## src/design/stw_ram.sv

```systemverilog
// Simple dual-port synchronous RAM, one write and one registered read per cycle.
`default_nettype none

module stw_ram #(
   parameter int WIDTH = 8,
   parameter int DEPTH = 16,
   localparam int ADDR_W = $clog2(DEPTH)
) (
   input  logic              clock,
   input  logic              wr_en,
   input  logic [ADDR_W-1:0] wr_addr,
   input  logic [WIDTH-1:0]  wr_data,
   input  logic [ADDR_W-1:0] rd_addr,
   output logic [WIDTH-1:0]  rd_data
);

   logic [WIDTH-1:0] mem [DEPTH];
   logic [WIDTH-1:0] rd_data_ff;

   // write port and registered read port
   always_ff @(posedge clock) begin
      if (wr_en) begin
         mem[wr_addr] <= wr_data;
      end
      rd_data_ff <= mem[rd_addr];
   end

   assign rd_data = rd_data_ff;

endmodule

`default_nettype wire

```

## config.mk

```make
export PLATFORM = sky130hd
export DESIGN_NAME = stw_ram
export DESIGN_NICKNAME = d
export VERILOG_FILES = /design/src/design/stw_ram.sv
export SDC_FILE = /design/constraint.sdc
export NUM_CORES = 1
export LEC_CHECK = 0
export BUFFER_PORTS_ARGS = -buffer_cell sky130_fd_sc_hd__buf_2
export CAP_MARGIN = 20
export CORE_ASPECT_RATIO = 0.5
export CORE_UTILIZATION = 35
export CTS_CLUSTER_DIAMETER = 50
export DETAILED_ROUTE_END_ITERATION = 8
export PLACE_DENSITY = 0.59
export SLEW_MARGIN = 20
export SYNTH_ARGS = -nofsm -noshare
export SYNTH_HDL_FRONTEND = slang
export SYNTH_SLANG_ARGS = --single-unit
```

## constraint.sdc

```tcl
create_clock -name clock -period 4.85 [get_ports clock]
set_input_delay 0.97 -clock clock [delete_from_list [all_inputs] [get_ports clock]]
set_output_delay 0.97 -clock clock [all_outputs]
set_load 0.01 [all_outputs]
```

==> results of run 1 <==
-- state kept, by name, indices dropped and copies added, names as in the netlist --
signal and count:
mem 128, rd_data 8
-- through the flow --
| stage | utilization [%] | hold slack (ns) | setup slack (ns) | instances | power (W) |
|---|---|---|---|---|---|
| 6_report | 43.95 | 0.6723 | 2.562 | 471 | 0.002917 |
| 5_1_grt | 43.95 | 0.6951 | 2.452 | 471 | 0.002996 |
| 4_1_cts | 43.93 | 0.6757 | 2.216 | 471 | 0.002934 |
| 3_5_place_dp | 39.06 | 0.6635 | 1.765 | 439 | 0.001468 |
| 3_3_place_gp | 39.02 | 0.6571 | 1.794 | 439 | 0.001462 |
| 2_1_floorplan | - | 0.6293 | 2.387 | 229 | 0.001414 |
-- cell families (layout without fill, tap and decap cells) --
family          after synthesis  after routing  share of synthesized area, %
compound gates               16             16                         2.334
flops                       136            136                         77.78
simple gates                 35             35                         3.184
buf+inv                      10             60                         1.677
mux                          32             32                         15.02
-- metal layers --
| layer | part of all wire (%) | up-vias | GRT usage (%) |
|---|---|---|---|
| met3 | 8.3 | 5 | 4.731 |
| li1 | - | 1048 | - |
| met2 | 48 | 80 | 22.20 |
| met5 | 0 | - | 0 |
| met1 | 43 | 1227 | 19.58 |
| met4 | 0.69 | 0 | 5.551 |
-- worst paths after layout --
| kind | slack [ns] | depth (start not counted) | end | start |
|---|---|---|---|---|
| max | 2.56 | 3 | mem[2][4] | wr_addr[2] |
| min | 0.67 | 3 | rd_data[5] | mem[13][5] |
| max reg2reg | 3.41 | 3 | rd_data[1] | mem[1][1] |
| min reg2reg | 0.67 | 3 | rd_data[5] | mem[13][5] |
-- layout by cell type, fill, tap and decap left out --
master      netlist  layout
a22oi_1          16      16
and2_1            1       1
and2b_1           1       1
buf_2             3      24
buf_4             1       4
bufinv_16         0       7
clkbuf_16         0      17
clkinv_1          0       1
clkinv_2          0       5
clkinv_4          0       1
clkinvlp_4        0       1
dfxtp_1           8       8
edfxtp_1        128     128
mux4_1           14      14
mux4_2           18      18
nand2_1           9       9
nand2b_1          2       2
nand3_1           1       1
nand3b_1          2       2
nor2_1           13      13
nor2b_1           1       1
nor3_1            4       3
nor3_2            0       1
or3b_2            1       1
-- layout make-up --
cell class                 count  area [sq um]  share of cell area [%]
clock inverter                15         255.2                   4.159
timing repair buffer          28         150.1                   2.446
clock buffer                  17         425.4                   6.932
sequential                   136          4004                   65.24
multi-input combinational     83          1062                   17.31
tap                          192         240.2                   3.914
-- worst max-delay path, stage by stage --
cell and delay (ns):
buf_2 0.12, or3b_2 0.51, nor2_1 0.71
-- power breakdown --
| part | switching, W | leakage, nW | internal (W) | total, W |
|---|---|---|---|---|
| sequential | 0.00000894 | 1.22 | 0.00131 | 0.00132 |
| clock | 0.000466 | 0.334 | 0.00101 | 0.00148 |
| combinational | 0.0000710 | 0.488 | 0.0000474 | 0.000118 |
| total | 0.000546 | 2.05 | 0.00237 | 0.00292 |
==> results_tabular.tex, run 1 <==
\begin{tabular}{lr}
\hline
Metric & Value \\
\hline
\multicolumn{2}{l}{\textbf{Run status}} \\
\quad Result of the run & completed \\
\multicolumn{2}{l}{\textbf{Cells and area}} \\
\quad Relative area change from synthesis to final layout & 19.23\% \\
\quad Number of nets at the end of the flow & approximately 280 \\
\quad Share of final-layout standard cells stronger than drive strength 1 & approximately 28\% \\
\quad Antenna diode count & 0 \\
\quad Number of fillers in the final layout & between 1000 and 1500 \\
\quad Final cell area excluding filler cells & 6137 sq um \\
\multicolumn{2}{l}{\textbf{Timing}} \\
\quad Shortest clock period the worst path allows after layout & between 2 and 2.5 ns \\
\quad Final Hold Viols & 0 \\
\quad Maximum achievable frequency & between 400 and 500 MHz \\
\quad Tcrit/Tclk final & between 40\% and 50\% \\
\quad Setup repair after global routing missed its margin & false \\
\quad Rel. slew slack & $\sim$36\% \\
\quad Max-slew violation count & 0 \\
\quad TNS Setup & 0 ns \\
\quad Pin slew with the least headroom to its limit & around 0.96 ns \\
\quad Setup clock skew after layout & $\sim$0.010 ns \\
\quad Total setup violations reported at the end of the flow & 0 \\
\multicolumn{2}{l}{\textbf{Drt}} \\
\quad DRC Markers & 0 \\
\quad Total via count after detailed routing & around 2400 \\
\quad Drt initial violations & 199 \\
\quad Total Routed Length & roughly 10 mm \\
\quad First-pass iteration count of the detailed router & 4 \\
\quad Final ANT Viol Nets & 0 \\
\quad Routed wire per std cell & approximately 22 microns \\
\quad Routed vias/inst & approximately 5 \\
\multicolumn{2}{l}{\textbf{Floorplan}} \\
\quad Core Region & around 14000 sq um \\
\quad Starting density of the core & between 30\% and 40\% \\
\quad Height of the chip & around 88 microns \\
\quad Horiz. Die Dim & roughly 170 microns \\
\quad Die outline area & roughly 15000 sq um \\
\quad Placement Rows & 30 \\
\quad Top Ports & 26 \\
\multicolumn{2}{l}{\textbf{Yosys}} \\
\quad Number of warnings issued by yosys & 0 \\
\quad \#FFs+latches synth & about 140 \\
\quad Seq/Total Area, Yosys & 77.78\% \\
\quad Ys flop type & edfxtp\_1 \\
\quad Most common cell in the netlist & edfxtp\_1 \\
\quad Mean area per synthesized cell & approximately 22 sq um \\
\quad Net count after synthesis & 247 \\
\quad Proportion of netlist area held by the largest area contributor & 74.67\% \\
\quad Async set or reset register ratio after synthesis & 0\% \\
\quad Netlist area before placement & $\sim$5100 sq um \\
\quad Number of enable flip-flop cells after synthesis & approximately 130 \\
\quad Ranking of synthesized cells by area & edfxtp\_1 75\%, mux4\_2 7.9\%, mux4\_1 7.1\%, dfxtp\_1 3.1\%, a22oi\_1 2.3\% \\
\quad Cells after synthesis & around 230 \\
\quad Library cell occupying the most area in the post-synthesis netlist & edfxtp\_1 \\
\quad Number of distinct library cells after synthesis & 19 \\
\quad Commonest cells in the synthesized netlist & 128 x edfxtp\_1, 18 x mux4\_2, 16 x a22oi\_1, 14 x mux4\_1, 13 x nor2\_1 \\
\multicolumn{2}{l}{\textbf{Pwr}} \\
\quad Leakage Power & approximately 2.0 nW \\
\quad Peak supply drop & $\sim$0.27 mV \\
\quad Pwr/cell area & around 480 nW/um\^{}2 \\
\multicolumn{2}{l}{\textbf{Clock tree}} \\
\quad Clk buf depth & 2 \\
\quad Gates resized, CTS repair & 0 \\
\quad Worst-skew pair later-pin latency & a little over 0.4 ns \\
\quad Num CTS Buffers & 17 \\
\quad Total number of H-tree levels & 4 \\
\quad Cell at the root of the clock tree & clkbuf\_16 \\
\quad CTS Hold Buffers Added & 0 \\
\quad Number of buffers inserted to repair setup after CTS & 0 \\
\quad CTS tree & yes \\
\quad Post-CTS clock slew at the launch and capture registers of the worst setup and hold paths & around 0.050 ns \\
\quad Number of sinks on the clock net & roughly 140 \\
\multicolumn{2}{l}{\textbf{GRT}} \\
\quad Largest net degree at the start of global routing & 33 \\
\quad Total global routing overflow & 0 \\
\quad Total Routing Usage GR & around 15\% \\
\quad Initial antenna violation count & 0 \\
\quad Global-route wire length before repair & 15.21 mm \\
\quad Number of global-route vias before repair & around 2400 \\
\multicolumn{2}{l}{\textbf{Critical path}} \\
\quad Top fanout value on the critical path & 8 \\
\quad Crit path launch type & input port \\
\quad Worst setup path category & input port to flop \\
\quad Arrival @ worst endpoint & between 2 and 2.5 ns \\
\quad Req. time, crit path & between 4 and 5 ns \\
\quad Type of destination of the critical path & flop \\
\multicolumn{2}{l}{\textbf{Run}} \\
\quad Max-cap violations & 0 \\
\multicolumn{2}{l}{\textbf{Placement}} \\
\quad DP HPWL & $\sim$6.3 mm \\
\quad Routability congestion estimate & a little over 0.7 \\
\quad Placed cell areas & between 5000 and 6000 sq um \\
\quad PortBufs & 25 \\
\multicolumn{2}{l}{\textbf{Min path}} \\
\quad Hold/Removal Path Class & flop to flop \\
\hline
\end{tabular}
Power figures use the tool's default switching activity.
==> run 2, diff against run 1 <==
--- a/config.mk
+++ b/config.mk
@@ -5,13 +5,14 @@
 export SDC_FILE = /design/constraint.sdc
 export NUM_CORES = 1
 export LEC_CHECK = 0
+export ABC_AREA = 1
 export BUFFER_PORTS_ARGS = -buffer_cell sky130_fd_sc_hd__buf_2
 export CAP_MARGIN = 20
 export CORE_ASPECT_RATIO = 0.5
 export CORE_UTILIZATION = 35
 export CTS_CLUSTER_DIAMETER = 50
 export DETAILED_ROUTE_END_ITERATION = 8
-export PLACE_DENSITY = 0.59
+export PLACE_DENSITY = 0.61
 export SLEW_MARGIN = 20
 export SYNTH_ARGS = -nofsm -noshare
 export SYNTH_HDL_FRONTEND = slang
==> constraint.sdc (replaced) <==
create_clock -name clock -period 2.1 [get_ports clock]
set_input_delay 0.42 -clock clock [delete_from_list [all_inputs] [get_ports clock]]
set_output_delay 0.42 -clock clock [all_outputs]
set_load 0.01 [all_outputs]
==> run 2 against run 1 <==
Worst setup slack got worse by 1.8 ns. Non-clock buffer count increased by 20. Sequential cell count unchanged. Clock-buffer cell count increased by 1. Clock skew decreased by 0.0052 ns. Final cell count increased by 76%. Via count increased by 61%. Global-route usage increased by 2.4 points. Routed wire length increased by 29%. Highest routed layer unchanged. Synthesized area increased by 12%.
==> results_tabular.tex, run 2 <==
\begin{tabular}{lr}
\hline
Metric & Value \\
\hline
\multicolumn{2}{l}{\textbf{Yosys}} \\
\quad Most common cell in the netlist & nand2\_1 \\
\quad Mean area per synthesized cell & 10.47 sq um \\
\quad \#FFs+latches synth & 136 \\
\quad Async set or reset register ratio after synthesis & 0\% \\
\quad Ranking of synthesized cells by area & edfxtp\_1 67\%, nand2\_1 11\%, nand3\_1 8.4\%, inv\_1 6.5\%, dfxtp\_1 2.8\% \\
\quad Number of enable flip-flop cells after synthesis & about 130 \\
\quad Seq/Total Area, Yosys & 69.43\% \\
\quad Commonest cells in the synthesized netlist & 173 x nand2\_1, 128 x edfxtp\_1, 100 x inv\_1, 97 x nand3\_1, 17 x nor2\_1 \\
\quad Netlist area before placement & approximately 5800 sq um \\
\quad Library cell occupying the most area in the post-synthesis netlist & edfxtp\_1 \\
\quad Cells after synthesis & 551 \\
\quad Proportion of netlist area held by the largest area contributor & between 60\% and 70\% \\
\quad Number of warnings issued by yosys & 0 \\
\quad Number of distinct library cells after synthesis & 12 \\
\quad Ys flop type & edfxtp\_1 \\
\quad Net count after synthesis & 569 \\
\multicolumn{2}{l}{\textbf{Clock tree}} \\
\quad Cell at the root of the clock tree & clkbuf\_16 \\
\quad Total number of H-tree levels & 4 \\
\quad CTS tree & yes \\
\quad CTS Hold Buffers Added & 0 \\
\quad Post-CTS clock slew at the launch and capture registers of the worst setup and hold paths & roughly 0.06 ns \\
\quad Worst-skew pair later-pin latency & 0.41 ns \\
\quad Number of buffers inserted to repair setup after CTS & 0 \\
\quad Number of sinks on the clock net & about 140 \\
\quad Clk buf depth & 2 \\
\quad Num CTS Buffers & 17 \\
\quad Gates resized, CTS repair & 0 \\
\multicolumn{2}{l}{\textbf{Timing}} \\
\quad Tcrit/Tclk final & 64.05\% \\
\quad Rel. slew slack & around three fifths \\
\quad Total setup violations reported at the end of the flow & 0 \\
\quad Pin slew with the least headroom to its limit & 0.5831 ns \\
\quad Post-Route Hold Slack & approximately 0.37 ns \\
\quad Shortest clock period the worst path allows after layout & between 1 and 1.5 ns \\
\quad Max-slew violation count & 0 \\
\quad Maximum achievable frequency & about 740 MHz \\
\quad Setup repair after global routing missed its margin & false \\
\quad TNS Setup & 0 ns \\
\quad Setup clock skew after layout & 0.005023 ns \\
\quad Final Hold Viols & 0 \\
\multicolumn{2}{l}{\textbf{Critical path}} \\
\quad Largest stage delay, worst path & 0.36 ns \\
\quad Arrival @ worst endpoint & 0.92 ns \\
\quad Family of cells with the greatest summed delay on the critical path & flip-flops \\
\quad Chain of cells forming the critical path & buf\_2 \\
\quad Critical path buffers and inverters & 1 \\
\quad Worst setup path category & flop to output port \\
\quad Critical-path cell with the highest stage delay & dfxtp\_1 \\
\quad Req. time, crit path & $\sim$1.7 ns \\
\quad Type of destination of the critical path & output port \\
\quad Top fanout value on the critical path & 1 \\
\quad Crit path launch type & flop \\
\multicolumn{2}{l}{\textbf{Floorplan}} \\
\quad Top Ports & 26 \\
\quad Die outline area & 17030 sq um \\
\quad Core Region & 15740 sq um \\
\quad Starting density of the core & between 30\% and 40\% \\
\quad Horiz. Die Dim & 183.5 microns \\
\quad Placement Rows & 32 \\
\quad Height of the chip & approximately 93 microns \\
\multicolumn{2}{l}{\textbf{Placement}} \\
\quad Cell count after placement & between 700 and 800 \\
\quad PortBufs & 25 \\
\quad Routability congestion estimate & just over 0.8 \\
\quad Placed cell areas & approximately 6200 sq um \\
\quad DP HPWL & about 8.1 mm \\
\multicolumn{2}{l}{\textbf{Cells and area}} \\
\quad Register cell area after layout & 4004 sq um \\
\quad Relative area change from synthesis to final layout & 18.01\% \\
\quad Number of non-filler instances in the completed layout & 828 \\
\quad Register ranked first by flip-flop count & mem \\
\quad Final cell area excluding filler cells & approximately 7000 sq um \\
\quad Commonest cells after routing, fill and taps aside & 173 x nand2\_1, 128 x edfxtp\_1, 100 x inv\_1, 97 x nand3\_1, 25 x buf\_2 \\
\quad Most common cell after layout, fill and taps aside & nand2\_1 \\
\quad Share of final-layout standard cells stronger than drive strength 1 & between 10\% and 20\% \\
\quad Number of nets at the end of the flow & slightly above 600 \\
\quad Largest register FFs & 128 \\
\quad Number of fillers in the final layout & between 1000 and 1500 \\
\quad Antenna diode count & 0 \\
\quad Multi-input gate area in the final layout & 1214 sq um \\
\multicolumn{2}{l}{\textbf{Drt}} \\
\quad DRC Markers & 0 \\
\quad Final ANT Viol Nets & 0 \\
\quad Total via count after detailed routing & $\sim$3800 \\
\quad First-pass iteration count of the detailed router & 4 \\
\quad Routed vias/inst & about 4.6 \\
\quad Total Routed Length & about 13 mm \\
\quad Drt initial violations & around 410 \\
\quad Routed wire per std cell & roughly 16 microns \\
\multicolumn{2}{l}{\textbf{GRT}} \\
\quad Total Routing Usage GR & 16.97\% \\
\quad Largest net degree at the start of global routing & 53 \\
\quad Global-route wire length before repair & 20.57 mm \\
\quad Initial antenna violation count & 0 \\
\quad Number of global-route vias before repair & approximately 3500 \\
\quad Total global routing overflow & 0 \\
\multicolumn{2}{l}{\textbf{Run status}} \\
\quad Result of the run & completed \\
\multicolumn{2}{l}{\textbf{Pwr}} \\
\quad Peak supply drop & between 0.5 and 0.6 mV \\
\quad Pwr/cell area & approximately 950 nW/um\^{}2 \\
\quad Leakage Power & approximately 2.9 nW \\
\multicolumn{2}{l}{\textbf{Min path}} \\
\quad Hold/Removal Path Class & input port to flop \\
\multicolumn{2}{l}{\textbf{Run}} \\
\quad Max-cap violations & 0 \\
\hline
\end{tabular}
-- run 2: cell count changes after synthesis, sizes merged, moves of 16 or more --
cell   change
inv      +102
buf       +17
nand2    +164
a22oi     -16
mux4      -32
nand3     +96
-- run 2: routing by layer --
layer / GRT usage, % / share of wire [%]
met5: 0 / 0
met4: 5.764 / 1.6
met1: 23.43 / 48
met2: 25.73 / 45
met3: 4.601 / 6.1
-- run 2: final timing paths --
path / from / end / slack, ns / depth (start not counted)
worst max-delay path: rd_data[4] / rd_data[4] / 0.76 / 1
worst min-delay path: rd_addr[3] / rd_data[6] / 0.37 / 3
worst max register to register: mem[9][4] / rd_data[4] / 1.07 / 6
worst min register to register: mem[2][4] / rd_data[4] / 0.67 / 6
-- run 2: logic make-up (layout without fill, tap and decap cells) --
| kind of cell | count (synthesis) | in the layout | synth area share (%) |
|---|---|---|---|
| buffers and inverters | 126 | 182 | 9.525 |
| DFF | 136 | 136 | 69.43 |
| and+or+nand+nor | 289 | 289 | 21.05 |
-- run 2: final cells by class --
type | instances | share of cell area, %
clock inverters | 14 | 2.592
flip-flops and latches | 136 | 58.83
multi-input cells | 289 | 17.83
clock buffers | 18 | 6.306
repair buffers | 48 | 4.744
inverters | 102 | 5.626
well taps | 221 | 4.063
-- run 2: metrics by stage --
stage	utilization, %	total power, W	setup slack [ns]
3_3_place_gp	39.40	0.003491	0.4948
5_1_grt	43.25	0.006654	0.7422
4_1_cts	43.25	0.006480	0.7349
2_1_floorplan	-	0.003328	0.7292
6_report	43.25	0.006442	0.7550
3_5_place_dp	39.40	0.003494	0.5007
-- run 2: power breakdown --
part | internal [W] | switching (W)
registers | 0.00303 | 0.0000202
clock network | 0.00187 | 0.00113
logic | 0.000113 | 0.000268
total | 0.00502 | 0.00142
